**src/hw/rtl/pil_pkg.sv**
```systemverilog
// shared types and constants for the positional integer list
`default_nettype none

package pil_pkg;

  localparam int DEFAULT_CAPACITY = 64;
  localparam int CMD_QUEUE_DEPTH  = 2;

  localparam int MODE_W   = 2;
  localparam int POS_W    = 7;
  localparam int VAL_W    = 32;
  localparam int STATUS_W = 3;
  localparam int FIDX_W   = 6;
  localparam int COUNT_W  = 7;

  // position code that means the last element, or append for insert
  localparam logic [POS_W-1:0] POS_LAST = '1;

  typedef enum logic [MODE_W-1:0] {
    OP_INSERT = 2'd0,
    OP_REMOVE = 2'd1,
    OP_READ   = 2'd2,
    OP_FIND   = 2'd3
  } op_t;

  typedef enum logic [STATUS_W-1:0] {
    ST_OK       = 3'd0,
    ST_EMPTY    = 3'd1,
    ST_BADPOS   = 3'd2,
    ST_FULL     = 3'd3,
    ST_NOTFOUND = 3'd4
  } status_t;

  // decoded request word passed from front to back
  typedef struct packed {
    op_t                op;
    logic               last;
    logic               badpos;
    logic [POS_W-2:0]   pos;
    logic [VAL_W-1:0]   value;
  } cmd_t;

  typedef enum logic [2:0] {
    BK_IDLE,
    BK_DECIDE,
    BK_INS_SHIFT,
    BK_INS_PLACE,
    BK_RD_WAIT,
    BK_REM_SHIFT,
    BK_FIND_SCAN,
    BK_RESULT
  } back_state_t;

endpackage

`default_nettype wire

```
**src/hw/rtl/pil_ram.sv**
```systemverilog
// generic single write port ram with registered read
`default_nettype none

module pil_ram #(
  parameter int WIDTH = 32,
  parameter int DEPTH = 64
) (
  input  wire logic                     clk,
  input  wire logic                     we,
  input  wire logic [$clog2(DEPTH)-1:0] waddr,
  input  wire logic [WIDTH-1:0]         wdata,
  input  wire logic [$clog2(DEPTH)-1:0] raddr,
  output logic      [WIDTH-1:0]         rdata
);

  logic [WIDTH-1:0] mem [DEPTH];

  always_ff @(posedge clk) begin
    if (we) begin
      mem[waddr] <= wdata;
    end
    rdata <= mem[raddr];
  end

endmodule

`default_nettype wire

```
**src/hw/rtl/pil_front.sv**
```systemverilog
// front end: accepts request words and classifies them
`default_nettype none

module pil_front (
  input  wire logic                          push,
  output logic                               full,
  input  wire logic [pil_pkg::MODE_W-1:0]    mode,
  input  wire logic signed [pil_pkg::POS_W-1:0] position,
  input  wire logic signed [pil_pkg::VAL_W-1:0] value,
  input  wire logic                          q_full,
  output logic                               q_wr,
  output pil_pkg::cmd_t                      q_cmd
);

  import pil_pkg::*;

  logic is_last;

  assign is_last = (position == POS_LAST);

  always_comb begin
    q_cmd.op     = op_t'(mode);
    q_cmd.last   = is_last;
    // negative positions other than last are rejected, find ignores position
    q_cmd.badpos = (op_t'(mode) != OP_FIND) && position[POS_W-1] && !is_last;
    q_cmd.pos    = position[POS_W-2:0];
    q_cmd.value  = value;
  end

  assign full = q_full;
  assign q_wr = push && !q_full;

endmodule

`default_nettype wire

```
**src/hw/rtl/pil_cmd_queue.sv**
```systemverilog
// short request queue between front and back
`default_nettype none

module pil_cmd_queue (
  input  wire logic          clk,
  input  wire logic          rst,
  input  wire logic          wr,
  input  pil_pkg::cmd_t      wr_cmd,
  output logic               full,
  input  wire logic          rd,
  output pil_pkg::cmd_t      rd_cmd,
  output logic               valid
);

  import pil_pkg::*;

  localparam int PW = (CMD_QUEUE_DEPTH > 1) ? $clog2(CMD_QUEUE_DEPTH) : 1;
  localparam int NW = $clog2(CMD_QUEUE_DEPTH + 1);

  cmd_t          slots [CMD_QUEUE_DEPTH];
  logic [PW-1:0] wr_ptr;
  logic [PW-1:0] rd_ptr;
  logic [NW-1:0] fill;
  logic          do_wr;
  logic          do_rd;

  assign full   = (fill == NW'(CMD_QUEUE_DEPTH));
  assign valid  = (fill != '0);
  assign rd_cmd = slots[rd_ptr];
  assign do_wr  = wr && !full;
  assign do_rd  = rd && valid;

  function automatic logic [PW-1:0] ptr_inc(input logic [PW-1:0] p);
    if (p == PW'(CMD_QUEUE_DEPTH - 1)) begin
      return '0;
    end
    return p + PW'(1);
  endfunction

  always_ff @(posedge clk) begin
    if (do_wr) begin
      slots[wr_ptr] <= wr_cmd;
    end
  end

  always_ff @(posedge clk) begin
    if (rst) begin
      wr_ptr <= '0;
      rd_ptr <= '0;
      fill   <= '0;
    end else begin
      if (do_wr) begin
        wr_ptr <= ptr_inc(wr_ptr);
      end
      if (do_rd) begin
        rd_ptr <= ptr_inc(rd_ptr);
      end
      if (do_wr && !do_rd) begin
        fill <= fill + NW'(1);
      end else if (do_rd && !do_wr) begin
        fill <= fill - NW'(1);
      end
    end
  end

endmodule

`default_nettype wire

```
**src/hw/rtl/pil_back.sv**
```systemverilog
// back end: runs each request against the element ram and holds the result word
`default_nettype none

module pil_back #(
  parameter int CAPACITY = pil_pkg::DEFAULT_CAPACITY
) (
  input  wire logic                             clk,
  input  wire logic                             rst,
  input  wire logic                             q_valid,
  input  pil_pkg::cmd_t                         q_cmd,
  output logic                                  q_pop,
  input  wire logic                             pop,
  output logic                                  empty,
  output logic [pil_pkg::STATUS_W-1:0]          status,
  output logic signed [pil_pkg::VAL_W-1:0]      value_out,
  output logic [pil_pkg::FIDX_W-1:0]            found_index,
  output logic [pil_pkg::COUNT_W-1:0]           count
);

  import pil_pkg::*;

  localparam int IW   = $clog2(CAPACITY);
  localparam int CW   = $clog2(CAPACITY + 1);
  localparam int CMPW = (CW > POS_W) ? CW : POS_W;
  localparam int FXW  = (IW > FIDX_W) ? IW : FIDX_W;
  localparam int OXW  = (CW > COUNT_W) ? CW : COUNT_W;

  back_state_t      state;
  back_state_t      state_next;
  cmd_t             cmd;
  logic [CW-1:0]    occ;
  logic [CW-1:0]    occ_next;
  logic [IW-1:0]    idx;
  logic [IW-1:0]    idx_next;
  logic [IW-1:0]    at;
  logic [IW-1:0]    at_next;
  status_t          res_status;
  status_t          res_status_next;
  logic [VAL_W-1:0] res_vout;
  logic [VAL_W-1:0] res_vout_next;
  logic [FIDX_W-1:0] res_fidx;
  logic [FIDX_W-1:0] res_fidx_next;

  logic             out_valid;
  status_t          out_status;
  logic [VAL_W-1:0] out_vout;
  logic [FIDX_W-1:0] out_fidx;
  logic [COUNT_W-1:0] out_count;

  logic             ram_we;
  logic [IW-1:0]    ram_waddr;
  logic [VAL_W-1:0] ram_wdata;
  logic [IW-1:0]    ram_raddr;
  logic [VAL_W-1:0] ram_rdata;

  logic [CMPW-1:0]  occ_w;
  logic [CMPW-1:0]  pos_w;
  logic [CMPW-1:0]  ins_at_w;
  logic [CMPW-1:0]  rem_at_w;
  logic [CW-1:0]    occ_m1;
  logic             is_empty;
  logic             is_full;
  logic             ins_append;
  logic             rem_bad;
  logic             idx_last;
  logic             at_last;
  logic             find_hit;
  logic             slot_free;
  logic             load_out;
  logic [FXW-1:0]   idx_x;
  logic [OXW-1:0]   occ_x;

  pil_ram #(
    .WIDTH (VAL_W),
    .DEPTH (CAPACITY)
  ) u_cells (
    .clk   (clk),
    .we    (ram_we),
    .waddr (ram_waddr),
    .wdata (ram_wdata),
    .raddr (ram_raddr),
    .rdata (ram_rdata)
  );

  // request classification against the current count
  assign occ_w      = CMPW'(occ);
  assign pos_w      = CMPW'(cmd.pos);
  assign occ_m1     = occ - CW'(1);
  assign is_empty   = (occ == '0);
  assign is_full    = (occ_w >= CMPW'(CAPACITY));
  assign ins_at_w   = (cmd.last || pos_w >= occ_w) ? occ_w : pos_w;
  assign ins_append = (ins_at_w == occ_w);
  assign rem_at_w   = cmd.last ? occ_w - CMPW'(1) : pos_w;
  assign rem_bad    = (rem_at_w >= occ_w);
  assign idx_last   = (CW'(idx) == occ_m1);
  assign at_last    = (CW'(at) == occ_m1);
  assign find_hit   = (ram_rdata == cmd.value);
  assign slot_free  = !out_valid || pop;
  assign idx_x      = FXW'(idx);
  assign occ_x      = OXW'(occ);
  assign load_out   = (state == BK_RESULT) && slot_free;

  // next state
  always_comb begin
    state_next = state;
    case (state)
      BK_IDLE: begin
        if (q_valid) begin
          state_next = BK_DECIDE;
        end
      end
      BK_DECIDE: begin
        case (cmd.op)
          OP_FIND: begin
            state_next = is_empty ? BK_RESULT : BK_FIND_SCAN;
          end
          OP_INSERT: begin
            if (cmd.badpos || is_full || ins_append) begin
              state_next = BK_RESULT;
            end else begin
              state_next = BK_INS_SHIFT;
            end
          end
          default: begin
            if (cmd.badpos || is_empty || rem_bad) begin
              state_next = BK_RESULT;
            end else begin
              state_next = BK_RD_WAIT;
            end
          end
        endcase
      end
      BK_INS_SHIFT: begin
        if (idx == at) begin
          state_next = BK_INS_PLACE;
        end
      end
      BK_INS_PLACE: begin
        state_next = BK_RESULT;
      end
      BK_RD_WAIT: begin
        if (cmd.op == OP_READ || at_last) begin
          state_next = BK_RESULT;
        end else begin
          state_next = BK_REM_SHIFT;
        end
      end
      BK_REM_SHIFT: begin
        if (idx_last) begin
          state_next = BK_RESULT;
        end
      end
      BK_FIND_SCAN: begin
        if (find_hit || idx_last) begin
          state_next = BK_RESULT;
        end
      end
      BK_RESULT: begin
        if (slot_free) begin
          state_next = BK_IDLE;
        end
      end
      default: begin
        state_next = BK_IDLE;
      end
    endcase
  end

  // datapath controls
  always_comb begin
    q_pop           = 1'b0;
    ram_we          = 1'b0;
    ram_waddr       = idx;
    ram_wdata       = ram_rdata;
    ram_raddr       = idx;
    occ_next        = occ;
    idx_next        = idx;
    at_next         = at;
    res_status_next = res_status;
    res_vout_next   = res_vout;
    res_fidx_next   = res_fidx;
    case (state)
      BK_IDLE: begin
        q_pop = q_valid;
      end
      BK_DECIDE: begin
        res_status_next = ST_OK;
        res_vout_next   = '0;
        res_fidx_next   = '0;
        case (cmd.op)
          OP_FIND: begin
            if (is_empty) begin
              res_status_next = ST_EMPTY;
            end else begin
              ram_raddr = '0;
              idx_next  = '0;
            end
          end
          OP_INSERT: begin
            if (cmd.badpos) begin
              res_status_next = ST_BADPOS;
            end else if (is_full) begin
              res_status_next = ST_FULL;
            end else if (ins_append) begin
              ram_we    = 1'b1;
              ram_waddr = occ[IW-1:0];
              ram_wdata = cmd.value;
              occ_next  = occ + CW'(1);
            end else begin
              // shift the tail up one place, starting from the back
              at_next   = ins_at_w[IW-1:0];
              ram_raddr = occ_m1[IW-1:0];
              idx_next  = occ_m1[IW-1:0];
            end
          end
          default: begin
            // bad negative position first, then empty list, then past the count
            if (cmd.badpos) begin
              res_status_next = ST_BADPOS;
            end else if (is_empty) begin
              res_status_next = ST_EMPTY;
            end else if (rem_bad) begin
              res_status_next = ST_BADPOS;
            end else begin
              at_next   = rem_at_w[IW-1:0];
              ram_raddr = rem_at_w[IW-1:0];
            end
          end
        endcase
      end
      BK_INS_SHIFT: begin
        ram_we    = 1'b1;
        ram_waddr = idx + IW'(1);
        ram_wdata = ram_rdata;
        if (idx != at) begin
          ram_raddr = idx - IW'(1);
          idx_next  = idx - IW'(1);
        end
      end
      BK_INS_PLACE: begin
        ram_we    = 1'b1;
        ram_waddr = at;
        ram_wdata = cmd.value;
        occ_next  = occ + CW'(1);
      end
      BK_RD_WAIT: begin
        res_vout_next = ram_rdata;
        if (cmd.op != OP_READ) begin
          if (at_last) begin
            occ_next = occ_m1;
          end else begin
            // close the gap, pulling each later element down one place
            ram_raddr = at + IW'(1);
            idx_next  = at + IW'(1);
          end
        end
      end
      BK_REM_SHIFT: begin
        ram_we    = 1'b1;
        ram_waddr = idx - IW'(1);
        ram_wdata = ram_rdata;
        if (idx_last) begin
          occ_next = occ_m1;
        end else begin
          ram_raddr = idx + IW'(1);
          idx_next  = idx + IW'(1);
        end
      end
      BK_FIND_SCAN: begin
        if (find_hit) begin
          res_fidx_next = idx_x[FIDX_W-1:0];
        end else if (idx_last) begin
          res_status_next = ST_NOTFOUND;
        end else begin
          ram_raddr = idx + IW'(1);
          idx_next  = idx + IW'(1);
        end
      end
      default: begin
      end
    endcase
  end

  always_ff @(posedge clk) begin
    if (q_pop) begin
      cmd <= q_cmd;
    end
    idx        <= idx_next;
    at         <= at_next;
    res_status <= res_status_next;
    res_vout   <= res_vout_next;
    res_fidx   <= res_fidx_next;
    if (load_out) begin
      out_status <= res_status;
      out_vout   <= res_vout;
      out_fidx   <= res_fidx;
      out_count  <= occ_x[COUNT_W-1:0];
    end
  end

  always_ff @(posedge clk) begin
    if (rst) begin
      state     <= BK_IDLE;
      occ       <= '0;
      out_valid <= 1'b0;
    end else begin
      state <= state_next;
      occ   <= occ_next;
      if (load_out) begin
        out_valid <= 1'b1;
      end else if (pop) begin
        out_valid <= 1'b0;
      end
    end
  end

  assign empty       = !out_valid;
  assign status      = out_status;
  assign value_out   = out_vout;
  assign found_index = out_fidx;
  assign count       = out_count;

endmodule

`default_nettype wire

```
**src/hw/rtl/positional_integer_list.sv**
```systemverilog
// top level of the positional integer list
//
// an ordered list of up to CAPACITY signed 32-bit values, packed from index
// 0 (front) to count-1 (back). each request word is insert, remove, read or
// find, and yields exactly one result word carrying a status, the value
// removed or read, the index found, and the element count after the request.
// both sides behave as queues: a request is taken when push is high and full
// is low; a result is presented while empty is low and is taken with pop.
// the front decodes each word and screens bad negative positions, a two-deep
// request queue decouples it from the back, and the back executes requests
// one at a time against a single-port-write, registered-read element ram.
// insert and remove move the elements behind the position one ram entry per
// cycle and find scans one entry per cycle, so the ram port sets the pace.
// the element ram is not cleared at reset; only entries below the count
// are ever used.
`default_nettype none

module positional_integer_list #(
  parameter int CAPACITY = pil_pkg::DEFAULT_CAPACITY
) (
  input  wire logic                             clk,
  input  wire logic                             rst,
  // request side
  input  wire logic                             push,
  output logic                                  full,
  input  wire logic [pil_pkg::MODE_W-1:0]       mode,
  input  wire logic signed [pil_pkg::POS_W-1:0] position,
  input  wire logic signed [pil_pkg::VAL_W-1:0] value,
  // result side
  output logic                                  empty,
  input  wire logic                             pop,
  output logic [pil_pkg::STATUS_W-1:0]          status,
  output logic signed [pil_pkg::VAL_W-1:0]      value_out,
  output logic [pil_pkg::FIDX_W-1:0]            found_index,
  output logic [pil_pkg::COUNT_W-1:0]           count
);

  import pil_pkg::*;

  // front to queue
  logic q_wr;
  logic q_full;
  cmd_t q_wr_cmd;

  // queue to back
  logic q_valid;
  logic q_pop;
  cmd_t q_rd_cmd;

  // decode and screen incoming words
  pil_front u_front (
    .push     (push),
    .full     (full),
    .mode     (mode),
    .position (position),
    .value    (value),
    .q_full   (q_full),
    .q_wr     (q_wr),
    .q_cmd    (q_wr_cmd)
  );

  // decoupling queue, lets the front keep taking words while the back works
  pil_cmd_queue u_queue (
    .clk    (clk),
    .rst    (rst),
    .wr     (q_wr),
    .wr_cmd (q_wr_cmd),
    .full   (q_full),
    .rd     (q_pop),
    .rd_cmd (q_rd_cmd),
    .valid  (q_valid)
  );

  // execution engine with element storage and the result word register
  pil_back #(
    .CAPACITY (CAPACITY)
  ) u_back (
    .clk         (clk),
    .rst         (rst),
    .q_valid     (q_valid),
    .q_cmd       (q_rd_cmd),
    .q_pop       (q_pop),
    .pop         (pop),
    .empty       (empty),
    .status      (status),
    .value_out   (value_out),
    .found_index (found_index),
    .count       (count)
  );

endmodule

`default_nettype wire

```
**config.mk**
```make
export PLATFORM = sky130hd
export DESIGN_NAME = positional_integer_list
export DESIGN_NICKNAME = d
export VERILOG_FILES = /design/src/hw/rtl/pil_pkg.sv /design/src/hw/rtl/pil_ram.sv /design/src/hw/rtl/pil_front.sv /design/src/hw/rtl/pil_cmd_queue.sv /design/src/hw/rtl/pil_back.sv /design/src/hw/rtl/positional_integer_list.sv
export SDC_FILE = /design/constraint.sdc
export NUM_CORES = 2
export LEC_CHECK = 0
export BUFFER_PORTS_ARGS = -buffer_cell sky130_fd_sc_hd__buf_4
export CAP_MARGIN = 25
export CORE_MARGIN = 4
export CORE_UTILIZATION = 50
export CTS_CLUSTER_DIAMETER = 50
export CTS_CLUSTER_SIZE = 8
export DETAILED_ROUTE_END_ITERATION = 16
export PLACE_DENSITY = 0.68
export SLEW_MARGIN = 20
export SYNTH_ARGS = -nofsm -noshare
export SYNTH_HDL_FRONTEND = slang
export SYNTH_SLANG_ARGS = --single-unit
```
**constraint.sdc**
```tcl
create_clock -name clk -period 5 [get_ports clk]
set_input_delay 1 -clock clk [delete_from_list [all_inputs] [get_ports clk]]
set_output_delay 1 -clock clk [all_outputs]
set_load 0.02 [all_outputs]
```
Word level (Yosys, flattened, before mapping) --
Memories as Yosys holds them, arrays and structs flattened. A register that Yosys moved wholly into a read port is not among the register bits. Cells that the tools add are included.
Cells by class: add/sub/neg operators 9, $lt $le $gt $ge 3, equal/unequal tests 38, muxes and demuxes 91, bitwise operators 2, reduce and logical (&&, ||, !) cells 38
Operator list (number):
- 6-bit 2-to-1 mux | 23
- 32-bit 2-to-1 mux | 4
- 32-bit one-hot mux with 2 select lines | 2
- 7-bit 2-to-1 mux | 9
- 6-bit one-hot mux with 5 select lines | 2
- 6-bit one-hot mux with 2 select lines | 4
- 3-bit 2-to-1 mux | 11
- 32-bit equality test | 1
- 7-bit one-hot mux with 4 select lines | 1
- 3-bit one-hot mux with 8 select lines | 1
- 6-bit one-hot mux with 4 select lines | 1
- 1-bit 2-to-1 mux | 23
- 2-bit by 1-bit inequality test with 1-bit output (second input constant) | 11
- 2-bit inequality test (second input constant) | 9
- 3-bit one-hot mux with 2 select lines | 3
- 6-bit by 7-bit equality test with 1-bit output | 2
- 6-bit by 1-bit adder with 6-bit output (second input constant) | 2
- 3-bit equality test (second input constant) | 4
- 2-bit 2-to-1 mux | 6
- 2-bit nonzero test | 5
- 1-bit logical AND | 8
- 1-bit logical OR | 8
- 8-bit AND reduction | 1
- 7-bit by 1-bit adder with 7-bit output (second input constant) | 1
- other kinds (29) | 39
Word-level totals: register bits after elaboration 116, RAM bits 2132, input bits 45, output and inout bits 50, word-level logic and storage cells 198, memories kept 2
Memory list:
- u_back.u_cells.mem | words 64, width 32, rd ports 1, clocked after Yosys merged registers in 1, wr ports 1, line pil_ram.sv:16 | logic [WIDTH-1:0] mem [DEPTH];
- u_queue.slots | words 2, width 42, rd ports 1, clocked after Yosys merged registers in 1, wr ports 1, line pil_cmd_queue.sv:20 | cmd_t slots [CMD_QUEUE_DEPTH];

Longest topological paths before layout --
depth after elaboration 11, depth in mapped cells 28, gate-level depth less buffers 19

Hierarchy --
From an unflattened synthesis, not the netlist that was laid out.
Second synthesis, totals: cells, all modules 4491, area total of the unflattened synthesis 91333.8 um2
By module, submodules not included:
- pil_ram | times used 1, cells an instance 3511, area an instance 79039.6 um2, seq. area each 62139.6 um2
- pil_back | times used 1, cells an instance 776, area an instance 8703.3 um2, seq. area each 4514.3 um2
- pil_cmd_queue | times used 1, cells an instance 156, area an instance 3240.6 um2, seq. area each 2622.5 um2
- pil_front | times used 1, cells an instance 48, area an instance 350.3 um2, seq. area each 0.0 um2

Worst setup path before layout --
OpenSTA, ideal clock, no wires.
path kind reg2reg, start point register u_back.occ[4], end point memory u_back.u_cells.mem[7][0], enable pin, library setup time 0.421 ns, data arrival time 4.740 ns, required time 4.579 ns, setup slack -0.161 ns, cell stages (with the launch flop) 16, path buffers 2, cell sequence dfxtp_1 buf_2 inv_1 ha_1 a21o_1 a221o_1 a41oi_2 and2_1 nand3b_1 clkbuf_1 o21ai_0 nand2_1 o21ai_1 or3_1 nand2b_1 nor2_1
Between the ends: cells in the longest elaborated chain, start to end 11
Ends and longest elaborated chain:
- start, declared | line pil_back.sv:31 | logic [CW-1:0] occ;
- start signal, assigned | line pil_back.sv:308 | occ <= occ_next;
- 6-bit by 7-bit greater-or-equal comparator with 1-bit output | line pil_back.sv:91 | assign ins_at_w = (cmd.last || pos_w >= occ_w) ? occ_w : pos_w;
- 1-bit logical OR | line pil_back.sv:91
- 7-bit 2-to-1 mux | line pil_back.sv:91
- 7-bit equality test | line pil_back.sv:92 | assign ins_append = (ins_at_w == occ_w);
- 1-bit 2-to-1 mux | line pil_back.sv:204 | end else if (ins_append) begin
- 1-bit 2-to-1 mux | line pil_back.sv:202 | end else if (is_full) begin
- 1-bit 2-to-1 mux | line pil_back.sv:200 | if (cmd.badpos) begin
- 1-bit 2-to-1 mux | line pil_back.sv:190 | case (cmd.op)
- 1-bit one-hot mux with 2 select lines | line pil_back.sv:182 | case (state)
- 1-bit 2-to-1 mux | line pil_ram.sv:19 | if (we) begin
- 1-bit 2-to-1 mux (not written as such) | line pil_ram.sv:20 | mem[waddr] <= wdata;
- end, declared | line pil_ram.sv:16
Several ways; a longest one is shown, not always the timed one.

Final worst setup path --
start point register u_back.occ[3], end point register u_back.u_cells.rdata[31], read port of u_back.u_cells.mem
Between the ends: cells in the longest elaborated chain, start to end 9
Ends and longest elaborated chain:
- parallel branches: the longest is 8 deep, another holds 7-bit by 1-bit subtractor with 7-bit output
- 6-bit one-hot mux with 5 select lines (*) | line pil_back.sv:182
- end, declared | line pil_ram.sv:13 | output logic [WIDTH-1:0] rdata
Every way passes the cells marked *. A chain may end at the register's enable or synchronous reset.

==> metrics.cfg <==
[detailed_routing]
routedWlPerCell_um = 31.0
drc = 0
via_count = 64212
wl_um = 311000
via_per_inst = 6.41
firstDrtPassIters = 7
ant_nets = 0
drt_iter0_drc = 10186

[die]
die_w_um = 441
dieArea_mm2 = 0.195
ioPinCount = 95
rows = 158
die_h_um = 441
design.core.area_mm2 = 0.186
start_util_pct = 50.5

[worst_setup_path]
cp_max_fo = 7
crit_family = compound AO/OA/AOI/OAI gates
critPathMaxStageDelay_ns = 0.42
crit_path_end_kind = register
cp_slowest_cell = or3_4
crit_arrival_ns = 5.89
worstPathRequired_ns = 5.80
cp-start-kind = register
crit_path_frequent_cell = buf_12
worstPathCellList = or3_4 -> or3_4 -> nand2_4 -> and2_4 -> ha_4 -> a21oi_2 -> o21ai_1 -> a21oi_2 -> buf_4 -> buf_6 -> a211oi_2 -> a311o_1 -> o211a_4 -> a21boi_4 -> buf_12 -> buf_16 -> buf_12 -> buf_12 -> buf_16 -> nand3_1 -> a32oi_2 -> o221ai_1 -> buf_4 -> o22a_1
path_class = register to register
crit_buf_inv = 8

[placed_design]
routabilityCongestion = 0.930
numPortBuffers = 94
dp_cells = 9417
hpwl_um = 186000

[synthesis]
synth_nets = 6514
synth-seq-area-share_pct = 73.7
synthMuxAreaShare_pct = 6.06
synth_async_sr_flop_share_pct = 0
synth_cell_types = 104
synth_top_family_by_area = simple AND/OR/NAND/NOR gates
synth_xor_xnor_area_share_pct = 0.802
synth_edf_count = 2275
syn_area_mm2 = 0.0939
ys_ff_latch = 2322
synth_simple_gate_area_share_pct = 9.74
synth_compound_area_share_pct = 7.05
synth_flop_cell = edfxtp_1
yosys_warnings = 0
synthCells = 6447
synth_fa_ha_area_share_pct = 0.293
synth.avg_cell_area_um2 = 14.6

[clock_network]
cts_buffers = 346
clock_latency_ns = 0.98
clk_path_buf_depth = 4
clock_tree.root_cell = clkbuf_16
cts.sinks = 2322
htreeDepth = 5
cts_tree = done
path_clk_slew_ns = 0.05
ctsHoldBuffers = 0

[timing]
worst_slack_ns = -0.0897
fin_setup_tns_ns = -0.234
rsz0062_at_grt = true
hold_violations = 0
period_share_pct = 102
finalSetupViolations = 5
slew_headroom_pct = 36.7
period_needed_ns = 5.09
fmax_ghz = 0.196
tightest_slew_ns = 0.940
slew_viol_final = 0
finClkSkew_ns = 0.103

[global_route]
globalRouteTotalUtil_pct = 30.6
first_global_vias = 60672
grt_pass1_wl_um = 429000
antenna_found_initial = 6
grt_max_degree = 65
grt-ovfl-total = 0

[cells_and_area]
final_nets = 7465
instances_no_fill = 10024
syn_to_final_growth_pct = 24.8
final_core_util_pct = 63.0
drive_above_1_share_pct = 24.2

[worst_hold_path]
hp-class = input port to register

[flow_run]
cap_violations = 0

[outcome]
failed_checks = setup timing
outcome = complete, but fails checks

-- Yosys cell counts (12+ instances only) --
library cell     n  area share [%]
clkbuf_1       130            0.52
inv_1           51            0.20
nor4_1          25            0.17
buf_4           36            0.29
xor2_1          47            0.44
nor2_1         158            0.63
o211ai_1        46            0.37
a2111oi_0       31            0.29
a221oi_1        15            0.14
a31oi_1         93            0.62
and3_1          31            0.21
a32oi_1         58            0.54
ha_1            22            0.29
a21oi_1        213             1.1
o22ai_1         54            0.36
edfxtp_1      2275              73
o2111ai_1       27            0.25
mux2_2         101             1.2
o31ai_1         14            0.11
o21ai_0         95            0.51
xnor2_1         31            0.29
buf_1           17           0.068
and2_1          41            0.27
nand2_1       1219             4.9
a21o_1          18            0.14
o221ai_1        65            0.61
a311oi_1        22            0.21
a22oi_1         15            0.12
nor3_1          54            0.29
nand4_1         39            0.26
o22a_1          12            0.11
buf_6           19            0.23
dfxtp_1         47             1.0
mux2i_1        445             4.7
a211oi_1        33            0.26
nand3_1        443             2.4
buf_2          190             1.0
-- layout by cell type, fill, tap and decap left out, types with 99 or more instances in the layout --
| cell type | n |
|---|---|
| clkbuf_1 | 122 |
| a21oi_1 | 180 |
| nand3_1 | 432 |
| clkbuf_16 | 368 |
| mux2i_1 | 418 |
| buf_4 | 725 |
| edfxtp_1 | 2275 |
| nand2_1 | 1208 |
| mux2_2 | 99 |
| buf_12 | 169 |
-- per-stage QoR --
stage / hold WS [ns] / worst slack [ns] / instance area [um^2]
detailed placement: 0.406 / -0.875 / 104000
finish: 0.241 / -0.0897 / 117000
global placement: 0.401 / -1.01 / 104000
CTS: 0.193 / -0.0251 / 115000
global route: 0.217 / -0.163 / 117000
floorplan: 0.400 / -0.161 / 94000
-- worst reg2reg max path, delay by kind of cell, from the launching register on --
kind / cells / cell delay [ns]
adders and majority gates: 1 / 0.19
and+or+nand+nor: 5 / 1.20
AOI/OAI and AO/OA: 10 / 2.04
DFF: 1 / 0.31
buffers and inverters: 8 / 1.26
-- state kept, by name, indices dropped and copies added, names as in the netlist, 2 cells and up --
name,count
u_back.at,6
u_back.cmd,42
u_back.count,7
u_back.found_index,6
u_back.idx,6
u_back.occ,7
u_back.res_fidx,6
u_back.res_status,3
u_back.res_vout,32
u_back.state,3
u_back.status,3
u_back.u_cells.mem,2048
u_back.u_cells.rdata,32
u_back.value_out,32
u_queue.fill,2
u_queue.slots,84
-- path summary, 6_finish.rpt --
path                                           from  cells past startpoint  slack (ns)                  endpoint
worst max-delay path                  u_back.occ[3]                     24       -0.09  u_back.u_cells.rdata[31]
worst min-delay path                      value[13]                      1        0.24      u_queue.slots[1][13]
worst max register to register        u_back.occ[3]                     24       -0.09  u_back.u_cells.rdata[31]
worst min register to register  u_back.res_vout[21]                      0        0.41      u_back.value_out[21]
-- what timing repair did --
item,CTS,global route
buffers inserted,32,68
pin swaps,28,87
hold endpoints to repair,0,0
setup endpoints to repair,32,399
gates cloned,3,17
resized for setup,190,286
-- cells by family after synthesis --
| group | count (synthesis) |
|---|---|
| simple gates | 2093 |
| xor+xnor | 81 |
| fa+ha+maj | 22 |
| buf+inv | 445 |
| compound gates | 933 |
| flops | 2322 |
| mux | 551 |
-- per-layer routing --
layer	vias up	global-route usage [%]	share of wire [%]
met3	884	6.56	13
met4	4	16.9	6.8
met1	31967	41.7	36
met2	4762	46.3	45
li1	26595	-	-
met5	-	0	0.0084
-- layout make-up --
cell class	count	area, um^2
fillers	12986	68800
repair buffers	994	10400
well taps	2480	3100
clock inverters	16	176
diodes	4	10.0
clock buffers	474	9270
flip-flops and latches	2322	69300
multi-input cells	3681	24800
inverters	53	199
Power is left out: the tool's default activity adds up to more than one toggle a clock period on the data nets, which glitch-free logic cannot reach.
